===== config.mk =====
export PLATFORM = sky130hd
export DESIGN_NAME = sm4_block_encrypt_flat
export DESIGN_NICKNAME = d
export VERILOG_FILES = /design/src/rtl/sm4_pkg.sv /design/src/rtl/sm4_if.sv /design/src/rtl/sm4_round.sv /design/src/rtl/sm4_block_encrypt.sv /design/src/flat_wrapper.sv
export SDC_FILE = /design/constraint.sdc
export NUM_CORES = 2
export LEC_CHECK = 0
export ABC_AREA = 0
export BUFFER_PORTS_ARGS = -buffer_cell sky130_fd_sc_hd__buf_4
export CAP_MARGIN = 0
export CORE_UTILIZATION = 45
export CTS_CLUSTER_SIZE = 14
export DETAILED_ROUTE_END_ITERATION = 6
export SLEW_MARGIN = 20
export SYNTH_ARGS = -nofsm -noshare
export SYNTH_HDL_FRONTEND = slang
export SYNTH_SLANG_ARGS = --single-unit

===== constraint.sdc =====
create_clock -name clk -period 26 [get_ports clk]
set_clock_uncertainty 0.1 [all_clocks]
set_input_delay 2.6 -clock clk [delete_from_list [all_inputs] [get_ports clk]]
set_output_delay 2.6 -clock clk [all_outputs]
set_load 0.01 [all_outputs]

===== src/rtl/sm4_pkg.sv =====
// ----------------------------------------------------------------------------
// sm4_pkg
// Shared widths, constants, codes and the round-constant generator used by
// the SM4 block encryption engine and its channel interfaces.
// ----------------------------------------------------------------------------
package sm4_pkg;

	// Round count and counter width
	localparam int ROUND_COUNT = 32;
	localparam int RND_W       = $clog2(ROUND_COUNT);

	// Channel payload widths
	localparam int HALF_W    = 64;
	localparam int WORD_W    = 32;
	localparam int CFG_IDX_W = 1;

	// System parameters FK
	localparam logic [WORD_W-1:0] FK0 = 32'hA3B1BAC6;
	localparam logic [WORD_W-1:0] FK1 = 32'h56AA3350;
	localparam logic [WORD_W-1:0] FK2 = 32'h677D9197;
	localparam logic [WORD_W-1:0] FK3 = 32'hB27022DC;

	// Configuration register indexes
	typedef enum logic [CFG_IDX_W-1:0] {
		REG_KEY_HIGH = 1'b0,
		REG_KEY_LOW  = 1'b1
	} cfg_reg_t;

	// Linear map selection of the shared round unit
	typedef enum logic {
		RM_DATA = 1'b0,
		RM_KEY  = 1'b1
	} round_mode_t;

	// Sequencer states
	typedef enum logic [2:0] {
		ST_IDLE = 3'b001,
		ST_KEXP = 3'b010,
		ST_ENC  = 3'b100
	} state_t;

	// Working words of one round: index 0 is the oldest word
	typedef logic [3:0][WORD_W-1:0] words_t;

	// CK word for round i: byte j (j = 0 most significant) is (4*i + j) * 7 mod 256
	function automatic logic [WORD_W-1:0] ck_word(input logic [RND_W-1:0] i);
		logic [WORD_W-1:0] w;
		logic [7:0]        idx;
		w = '0;
		for (int j = 0; j < 4; j++) begin
			idx = 8'({i, 2'(j)});
			w[WORD_W-1-8*j -: 8] = idx * 8'd7;
		end
		return w;
	endfunction

endpackage


===== src/rtl/sm4_if.sv =====
// ----------------------------------------------------------------------------
// sm4 channel interfaces
// Valid/ready channels for plaintext blocks, ciphertext blocks and
// configuration register writes.
// ----------------------------------------------------------------------------
interface sm4_plain_if;
	import sm4_pkg::*;
	logic              valid;
	logic              ready;
	logic [HALF_W-1:0] block_high;
	logic [HALF_W-1:0] block_low;
	modport source (output valid, output block_high, output block_low, input ready);
	modport sink   (input valid, input block_high, input block_low, output ready);
endinterface

interface sm4_cipher_if;
	import sm4_pkg::*;
	logic              valid;
	logic              ready;
	logic [HALF_W-1:0] cipher_high;
	logic [HALF_W-1:0] cipher_low;
	modport source (output valid, output cipher_high, output cipher_low, input ready);
	modport sink   (input valid, input cipher_high, input cipher_low, output ready);
endinterface

interface sm4_cfg_if;
	import sm4_pkg::*;
	logic                 valid;
	logic                 ready;
	logic [CFG_IDX_W-1:0] index;
	logic [HALF_W-1:0]    data;
	modport source (output valid, output index, output data, input ready);
	modport sink   (input valid, input index, input data, output ready);
endinterface


===== src/rtl/sm4_round.sv =====
// ----------------------------------------------------------------------------
// sm4_round
// Shared SM4 round unit: nxt = w0 ^ T(w1 ^ w2 ^ w3 ^ k), where T is the
// byte-wise S-box followed by the data map L or the key map L'.
// ----------------------------------------------------------------------------
module sm4_round import sm4_pkg::*; (
	input  words_t            words,
	input  logic [WORD_W-1:0] rk,
	input  round_mode_t       mode,
	output logic [WORD_W-1:0] nxt
);

	localparam logic [7:0] SBOX [256] = '{
		8'hD6,8'h90,8'hE9,8'hFE,8'hCC,8'hE1,8'h3D,8'hB7,8'h16,8'hB6,8'h14,8'hC2,8'h28,8'hFB,8'h2C,8'h05,
		8'h2B,8'h67,8'h9A,8'h76,8'h2A,8'hBE,8'h04,8'hC3,8'hAA,8'h44,8'h13,8'h26,8'h49,8'h86,8'h06,8'h99,
		8'h9C,8'h42,8'h50,8'hF4,8'h91,8'hEF,8'h98,8'h7A,8'h33,8'h54,8'h0B,8'h43,8'hED,8'hCF,8'hAC,8'h62,
		8'hE4,8'hB3,8'h1C,8'hA9,8'hC9,8'h08,8'hE8,8'h95,8'h80,8'hDF,8'h94,8'hFA,8'h75,8'h8F,8'h3F,8'hA6,
		8'h47,8'h07,8'hA7,8'hFC,8'hF3,8'h73,8'h17,8'hBA,8'h83,8'h59,8'h3C,8'h19,8'hE6,8'h85,8'h4F,8'hA8,
		8'h68,8'h6B,8'h81,8'hB2,8'h71,8'h64,8'hDA,8'h8B,8'hF8,8'hEB,8'h0F,8'h4B,8'h70,8'h56,8'h9D,8'h35,
		8'h1E,8'h24,8'h0E,8'h5E,8'h63,8'h58,8'hD1,8'hA2,8'h25,8'h22,8'h7C,8'h3B,8'h01,8'h21,8'h78,8'h87,
		8'hD4,8'h00,8'h46,8'h57,8'h9F,8'hD3,8'h27,8'h52,8'h4C,8'h36,8'h02,8'hE7,8'hA0,8'hC4,8'hC8,8'h9E,
		8'hEA,8'hBF,8'h8A,8'hD2,8'h40,8'hC7,8'h38,8'hB5,8'hA3,8'hF7,8'hF2,8'hCE,8'hF9,8'h61,8'h15,8'hA1,
		8'hE0,8'hAE,8'h5D,8'hA4,8'h9B,8'h34,8'h1A,8'h55,8'hAD,8'h93,8'h32,8'h30,8'hF5,8'h8C,8'hB1,8'hE3,
		8'h1D,8'hF6,8'hE2,8'h2E,8'h82,8'h66,8'hCA,8'h60,8'hC0,8'h29,8'h23,8'hAB,8'h0D,8'h53,8'h4E,8'h6F,
		8'hD5,8'hDB,8'h37,8'h45,8'hDE,8'hFD,8'h8E,8'h2F,8'h03,8'hFF,8'h6A,8'h72,8'h6D,8'h6C,8'h5B,8'h51,
		8'h8D,8'h1B,8'hAF,8'h92,8'hBB,8'hDD,8'hBC,8'h7F,8'h11,8'hD9,8'h5C,8'h41,8'h1F,8'h10,8'h5A,8'hD8,
		8'h0A,8'hC1,8'h31,8'h88,8'hA5,8'hCD,8'h7B,8'hBD,8'h2D,8'h74,8'hD0,8'h12,8'hB8,8'hE5,8'hB4,8'hB0,
		8'h89,8'h69,8'h97,8'h4A,8'h0C,8'h96,8'h77,8'h7E,8'h65,8'hB9,8'hF1,8'h09,8'hC5,8'h6E,8'hC6,8'h84,
		8'h18,8'hF0,8'h7D,8'hEC,8'h3A,8'hDC,8'h4D,8'h20,8'h79,8'hEE,8'h5F,8'h3E,8'hD7,8'hCB,8'h39,8'h48
	};

	function automatic logic [WORD_W-1:0] rotl(input logic [WORD_W-1:0] x, input int n);
		return (x << n) | (x >> (WORD_W - n));
	endfunction

	logic [WORD_W-1:0] mix;
	logic [WORD_W-1:0] sub;
	logic [WORD_W-1:0] lin;

	// Combine the three newer words with the round key or constant
	assign mix = words[1] ^ words[2] ^ words[3] ^ rk;

	// Substitute each byte
	always_comb begin
		for (int b = 0; b < 4; b++) begin
			sub[8*b +: 8] = SBOX[mix[8*b +: 8]];
		end
	end

	// Apply the linear map of the selected schedule
	always_comb begin
		unique case (mode)
			RM_KEY:  lin = sub ^ rotl(sub, 13) ^ rotl(sub, 23);
			RM_DATA: lin = sub ^ rotl(sub, 2) ^ rotl(sub, 10) ^ rotl(sub, 18) ^ rotl(sub, 24);
			default: lin = sub;
		endcase
	end

	assign nxt = words[0] ^ lin;

endmodule


===== src/rtl/sm4_block_encrypt.sv =====
// ----------------------------------------------------------------------------
// sm4_block_encrypt
// SM4 encryption of one 128-bit block per transfer, one round per cycle on a
// shared round unit, with cached round keys expanded on the same unit.
// ----------------------------------------------------------------------------
//
//   channel  role    payload                        transfer when
//   plain    sink    block_high, block_low          plain.valid & plain.ready
//   cipher   source  cipher_high, cipher_low        cipher.valid & cipher.ready
//   cfg      sink    index (0 key_high, 1 key_low)  cfg.valid & cfg.ready
//
// A block occupies the engine for the accept cycle plus 32 rounds; the result
// register loads on the last round. After a key write, the first block waits
// while the single round unit first computes the 32 round keys.
// Reset clears the key registers and marks the round keys stale.
// plain and cfg are ready only while the sequencer is idle; the last round
// holds while a previous result still sits unread in the output register.
//
module sm4_block_encrypt import sm4_pkg::*; (
	input  logic  clk,
	input  logic  arst_n,
	sm4_plain_if.sink    plain,
	sm4_cipher_if.source cipher,
	sm4_cfg_if.sink      cfg
);

	localparam logic [RND_W-1:0] RND_LAST = RND_W'(ROUND_COUNT - 1);

	state_t            state_q;
	logic [RND_W-1:0]  rnd_q;
	logic              keys_valid_q;
	logic              out_valid_q;
	logic [HALF_W-1:0] key_high_q;
	logic [HALF_W-1:0] key_low_q;
	logic [HALF_W-1:0] blk_high_q;
	logic [HALF_W-1:0] blk_low_q;
	logic [HALF_W-1:0] ct_high_q;
	logic [HALF_W-1:0] ct_low_q;
	words_t            w_q;
	logic [WORD_W-1:0] rk_q;
	logic [WORD_W-1:0] rk_mem [ROUND_COUNT];

	logic              acc;
	logic              cfg_wr;
	logic              last_rnd;
	logic              kexp_step;
	logic              enc_step;
	logic              enc_done;
	logic [RND_W-1:0]  rnd_nxt;
	round_mode_t       mode;
	logic [WORD_W-1:0] rk;
	logic [WORD_W-1:0] nxt;
	words_t            blk_words;
	words_t            key_words;

	// Handshakes
	assign plain.ready  = (state_q == ST_IDLE);
	assign cfg.ready    = (state_q == ST_IDLE);
	assign cipher.valid = out_valid_q;
	assign cipher.cipher_high = ct_high_q;
	assign cipher.cipher_low  = ct_low_q;

	assign acc       = plain.valid && plain.ready;
	assign cfg_wr    = cfg.valid && cfg.ready;
	assign last_rnd  = (rnd_q == RND_LAST);
	assign kexp_step = (state_q == ST_KEXP);
	assign enc_step  = (state_q == ST_ENC) && !last_rnd;
	assign enc_done  = (state_q == ST_ENC) && last_rnd && (!out_valid_q || cipher.ready);

	// Next round index: restart on accept, advance while rounds run
	always_comb begin
		rnd_nxt = rnd_q;
		if (acc) begin
			rnd_nxt = '0;
		end else if (kexp_step || enc_step) begin
			rnd_nxt = rnd_q + 1'b1;
		end
	end

	// Select schedule and round key for the shared unit
	assign mode = (state_q == ST_KEXP) ? RM_KEY : RM_DATA;
	assign rk   = (state_q == ST_KEXP) ? ck_word(rnd_q) : rk_q;

	sm4_round u_round (
		.words (w_q),
		.rk    (rk),
		.mode  (mode),
		.nxt   (nxt)
	);

	// Word order: index 0 holds X0 (or K0)
	assign blk_words = {plain.block_low[31:0], plain.block_low[63:32],
		plain.block_high[31:0], plain.block_high[63:32]};
	assign key_words = {key_low_q[31:0] ^ FK3, key_low_q[63:32] ^ FK2,
		key_high_q[31:0] ^ FK1, key_high_q[63:32] ^ FK0};

	// Sequencer, key registers and result flag
	always_ff @(posedge clk or negedge arst_n) begin
		if (!arst_n) begin
			state_q      <= ST_IDLE;
			rnd_q        <= '0;
			keys_valid_q <= 1'b0;
			out_valid_q  <= 1'b0;
			key_high_q   <= '0;
			key_low_q    <= '0;
		end else begin
			rnd_q <= rnd_nxt;
			// Take configuration writes
			if (cfg_wr) begin
				unique case (cfg_reg_t'(cfg.index))
					REG_KEY_HIGH: key_high_q <= cfg.data;
					REG_KEY_LOW:  key_low_q  <= cfg.data;
					default: ;
				endcase
				keys_valid_q <= 1'b0;
			end
			// Raise the result on the last round, drop it once transferred
			if (enc_done) begin
				out_valid_q <= 1'b1;
			end else if (cipher.valid && cipher.ready) begin
				out_valid_q <= 1'b0;
			end
			unique case (state_q)
				ST_IDLE: begin
					if (acc) begin
						state_q <= keys_valid_q ? ST_ENC : ST_KEXP;
					end
				end
				ST_KEXP: begin
					if (last_rnd) begin
						keys_valid_q <= 1'b1;
						state_q      <= ST_ENC;
					end
				end
				ST_ENC: begin
					if (enc_done) begin
						state_q <= ST_IDLE;
					end
				end
				default: state_q <= ST_IDLE;
			endcase
		end
	end

	// Working words, held block and result
	always_ff @(posedge clk) begin
		if (acc) begin
			blk_high_q <= plain.block_high;
			blk_low_q  <= plain.block_low;
			w_q        <= keys_valid_q ? blk_words : key_words;
		end else if (kexp_step && last_rnd) begin
			w_q <= {blk_low_q[31:0], blk_low_q[63:32], blk_high_q[31:0], blk_high_q[63:32]};
		end else if (kexp_step || enc_step) begin
			w_q <= {nxt, w_q[3], w_q[2], w_q[1]};
		end
		if (enc_done) begin
			ct_high_q <= {nxt, w_q[3]};
			ct_low_q  <= {w_q[2], w_q[1]};
		end
	end

	// Round key cache: fill during expansion, fetch the key of the next round
	always_ff @(posedge clk) begin
		if (kexp_step) begin
			rk_mem[rnd_q] <= nxt;
		end
		rk_q <= rk_mem[rnd_nxt];
	end

`ifndef SYNTHESIS
	a_kexp_on_stale: assert property (@(posedge clk) disable iff (!arst_n)
		(acc && !keys_valid_q) |=> (state_q == ST_KEXP))
		else $error("stale round keys did not start expansion");

	a_enc_keys_valid: assert property (@(posedge clk) disable iff (!arst_n)
		(state_q == ST_ENC) |-> keys_valid_q)
		else $error("encryption running on stale round keys");

	a_kexp_to_enc: assert property (@(posedge clk) disable iff (!arst_n)
		(kexp_step && last_rnd) |=> (keys_valid_q && state_q == ST_ENC && rnd_q == '0))
		else $error("key expansion did not hand over to encryption");

	a_result_source: assert property (@(posedge clk) disable iff (!arst_n)
		$rose(out_valid_q) |-> $past(state_q == ST_ENC && last_rnd))
		else $error("result raised outside the last round");

	a_no_overwrite: assert property (@(posedge clk) disable iff (!arst_n)
		(out_valid_q && !cipher.ready) |=> out_valid_q && $stable(ct_high_q))
		else $error("unread result overwritten");
`endif

endmodule

===== src/flat_wrapper.sv =====
// flat-port wrapper written by rule: the top's interface ports become plain ports
module sm4_block_encrypt_flat import sm4_pkg::*;
  (clk, arst_n, plain_valid, plain_block_high, plain_block_low, plain_ready, cipher_valid, cipher_cipher_high, cipher_cipher_low, cipher_ready, cfg_valid, cfg_index, cfg_data, cfg_ready);
  sm4_plain_if plain_i ();
  sm4_cipher_if cipher_i ();
  sm4_cfg_if cfg_i ();
  input  logic clk;
  input  logic arst_n;
  input wire logic [$bits(plain_i.valid)-1:0] plain_valid;
  input wire logic [$bits(plain_i.block_high)-1:0] plain_block_high;
  input wire logic [$bits(plain_i.block_low)-1:0] plain_block_low;
  output wire logic [$bits(plain_i.ready)-1:0] plain_ready;
  output wire logic [$bits(cipher_i.valid)-1:0] cipher_valid;
  output wire logic [$bits(cipher_i.cipher_high)-1:0] cipher_cipher_high;
  output wire logic [$bits(cipher_i.cipher_low)-1:0] cipher_cipher_low;
  input wire logic [$bits(cipher_i.ready)-1:0] cipher_ready;
  input wire logic [$bits(cfg_i.valid)-1:0] cfg_valid;
  input wire logic [$bits(cfg_i.index)-1:0] cfg_index;
  input wire logic [$bits(cfg_i.data)-1:0] cfg_data;
  output wire logic [$bits(cfg_i.ready)-1:0] cfg_ready;
  assign plain_i.valid = plain_valid;
  assign plain_i.block_high = plain_block_high;
  assign plain_i.block_low = plain_block_low;
  assign plain_ready = plain_i.ready;
  assign cipher_valid = cipher_i.valid;
  assign cipher_cipher_high = cipher_i.cipher_high;
  assign cipher_cipher_low = cipher_i.cipher_low;
  assign cipher_i.ready = cipher_ready;
  assign cfg_i.valid = cfg_valid;
  assign cfg_i.index = cfg_index;
  assign cfg_i.data = cfg_data;
  assign cfg_ready = cfg_i.ready;
  sm4_block_encrypt u_core (.clk(clk), .arst_n(arst_n), .plain(plain_i), .cipher(cipher_i), .cfg(cfg_i));
endmodule

==> implementation parameters <==
Parameter                              Value

Status
  Result of the run    complete, but fails checks
  Violations in the final reports    design-rule violations

Yosys
  Number of nets in the synthesized netlist    7470
  Cells taking the most area after synthesis    edfxtp_1 (53%), nand2_1 (7.3%), dfrtp_1 (4.3%), a311oi_1 (2.7%), nand3_1 (2.2%)
  Number of storage elements in the synthesis netlist    1578
  Top FF cell, synth    edfxtp_1
  Synth unique cells    112
  Share of synthesized registers carrying an async set or reset    0.0875
  Number of enable flip-flop cells after synthesis    1408
  Most instantiated library cell after synthesis    nand2_1
  Fraction of synthesized cell area taken by the top area cell type    0.530
  Most frequent cells after synthesis    nand2_1 (1548), edfxtp_1 (1408), clkbuf_1 (449)
  Synthesized instance count    7213
  Sequential area share after synthesis    0.581
  Post-synthesis instance area    79800 um^2
  Synthesis Warnings    0
  Library cell with the largest summed area after synthesis    edfxtp_1
  Post-Synthesis Mean Instance Area    11.1 um^2

Detailed routing
  Antenna viol nets, final    0
  Routed wire length    301 mm
  Routed wire per std cell    30.9 um
  Number of DRC markers in iteration 0    9415
  Via count    63771
  Remaining routing DRC violations    8
  Number of detailed-routing iterations run before antenna repair    7
  Vias per cell    6.54

Clock network
  Clock edge transition at the registers on the reported setup and hold paths    60 ps
  Post-CTS repair timing setup buffer count    0
  Sink count of the clock tree    1578
  CTS-repair resized insts    0
  Buffer levels on the longest clock path    3
  TritonCTS clock tree    done
  Cell chosen for the clock root    clkbuf_16
  CTS hold repair buffers    0
  CTS HTree Levels    4
  Clock network latency to the later pin of the worst-skew pair    840 ps
  TritonCTS buffer count    161

STA
  Max-slew violations    0
  Min Tclk post-route    7520 ps
  Total setup violations reported at the end of the flow    0
  Worst hold slack    373 ps
  Top achievable clock speed    133 MHz
  Crit path setup slack, layout    18480 ps
  Slew at the pin with the worst max-slew slack    1250 ps
  Number of endpoints with negative hold slack in the final report    0
  Portion of the clock cycle consumed by the worst path in the final layout    0.289
  Setup Total Neg Slack    0 ps
  Worst slew slack as a fraction of its limit    0.154
  Unrepaired setup endpoints after global routing    no

Die
  Die Width    423 um
  Total die area    179000 um^2
  Initial core utilization    0.453
  Std-Cell Core Area    176000 um^2
  Overall die height    423 um
  I/O pin count    329
  Site row count    154

Finish
  Layout Cell Area excl Fill    90200 um^2
  Count of nets after finishing    7519
  Layout cell share with drive strength beyond 1    0.148
  Area added between synthesis and finish    13.0%

Critical path
  Required time at the worst-slack endpoint    26490 ps
  Reg-to-reg startpoint    u_core.state_q[0]
  Crit start category    flop
  Number of buffers and inverters on the critical path    5
  Classification of the worst setup path    reg2reg
  R2r endpoint    u_core.rk_mem[1][2]
  Cells along the critical path    or3b_4 -> buf_4 -> nand2_1 -> xnor2_2 -> buf_4 -> clkinv_1 -> ha_1 -> mux4_2 -> o221ai_1 -> o311ai_0 -> o2111ai_1 -> o221ai_1 -> buf_4 -> xnor2_1 -> xnor2_1 -> xnor2_1 -> mux2i_1 -> xnor2_2 -> buf_4
  Largest incremental delay on the critical path    750 ps
  Number of cells on the worst reg-to-reg path    19
  Slack of the worst reg-to-reg path    18480 ps
  Most used cell, CP    buf_4
  Worst setup EP type    flop
  Arrival time of data at the critical path endpoint    8020 ps
  Maximum fanout along the worst path    36
  Kind of cell with the highest combined delay on the critical path    buffers and inverters
  Cell with the largest stage delay on the worst path    ha_1

Hold path
  Worst hold endpoint    u_core.cipher.cipher_low[50]
  Startpoint of the lowest-slack hold path    u_core.w_q[82]
  Path type of the worst min-delay path    reg2reg
  Cell depth of the worst hold path    0

GRT
  Maximum number of pins on one net before global-route repair    204
  Number of antenna violations at the first check in global routing    16
  Overflow after GRT    0
  Wire length of the first global-routing pass    431 mm
  Vias in the first global route    59072
  Total GRT Usage    0.327

Place
  HPWL after detailed placement    180 mm
  Setup slack after placement    18710 ps
  Placement-stage cell area    84900 um^2
  Number of port buffers    328
  GPL Wtd Cong    1.03

Job
  Max cap viols    0
[worst reg2reg max path, stage by stage, from the launching register on]
cell,delay [ps]
dfstp_2,650
or3b_4,170
buf_4,500
nand2_1,240
xnor2_2,180
buf_4,430
clkinv_1,690
ha_1,750
mux4_2,600
o221ai_1,260
o311ai_0,220
o2111ai_1,250
o221ai_1,230
buf_4,240
xnor2_1,530
xnor2_1,190
xnor2_1,340
mux2i_1,180
xnor2_2,190
buf_4,360
[metal layers]
metal	vias to the layer above	global-route usage	routed length, um
met5	-	0	27
li1	27339	-	-
met4	4	0.121	12000
met2	3798	0.492	134000
met3	596	0.0638	28800
met1	32034	0.469	126000
[cell usage in the layout (no fill, tap or decap), drive strengths merged, types with 62 or more instances in the layout]
| master | instances |
|---|---|
| nand2 | 1548 |
| mux2 | 136 |
| o221ai | 62 |
| a21oi | 257 |
| nor3 | 70 |
| dfrtp | 137 |
| a31oi | 216 |
| edfxtp | 1408 |
| o21ai | 200 |
| a311oi | 246 |
| and3 | 190 |
| xnor2 | 187 |
| mux2i | 102 |
| a211oi | 182 |
| nor2 | 322 |
| clkbuf | 230 |
| o211ai | 79 |
| buf | 509 |
| nand3 | 344 |
| xor2 | 107 |
[cell families after synthesis]
family | synth area share
flops | 0.581
compound gates | 0.153
xor+xnor | 0.0385
mux | 0.0392
fa+ha+maj | 0.00981
simple gates | 0.143
buf+inv | 0.0347
[metrics by stage]
stage / util / cells
detailed placement: 0.482 / 9439
global route: 0.512 / 9748
floorplan: - / 7213
CTS: 0.512 / 9741
global placement: 0.482 / 9439
finish: 0.512 / 9753
[sequential cells by signal (all words and copies together), names as in the netlist]
register	count
u_core.cipher.valid	1
u_core.state_q	3
u_core.w_q	128
u_core.cipher.cipher_low	64
u_core.cipher.cipher_high	64
u_core.keys_valid_q	1
u_core.rk_q	32
u_core.rk_mem	1024
u_core.key_low_q	64
u_core.blk_low_q	64
u_core.blk_high_q	64
u_core.key_high_q	64
u_core.rnd_q	5
[how the worst max path moves through the flow]
| stage | endpoint | cells past startpoint | start |
|---|---|---|---|
| 6_report | u_core.rk_mem[1][2] | 19 | u_core.state_q[0] |
| 4_1_cts | u_core.w_q[109] | 18 | u_core.state_q[2] |
| 2_1_floorplan | u_core.w_q[0] | 8 | u_core.rnd_q[0] |
| 3_3_place_gp | u_core.w_q[109] | 18 | u_core.state_q[2] |
| 3_5_place_dp | u_core.rk_mem[30][3] | 18 | u_core.state_q[2] |
| 5_1_grt | u_core.rk_mem[11][3] | 18 | u_core.state_q[2] |
[cell type report]
type,instances,area [um^2]
well taps,2340,2930
multi-input cells,4962,31500
flip-flops and latches,1578,46400
clock inverters,72,771
clock buffers,230,4490
fillers,15639,85900
diodes,12,30.0
repair buffers,509,3890
inverters,50,211
Power is left out: the tool's default activity adds up to more than one toggle a clock period on the data nets, which glitch-free logic cannot reach.
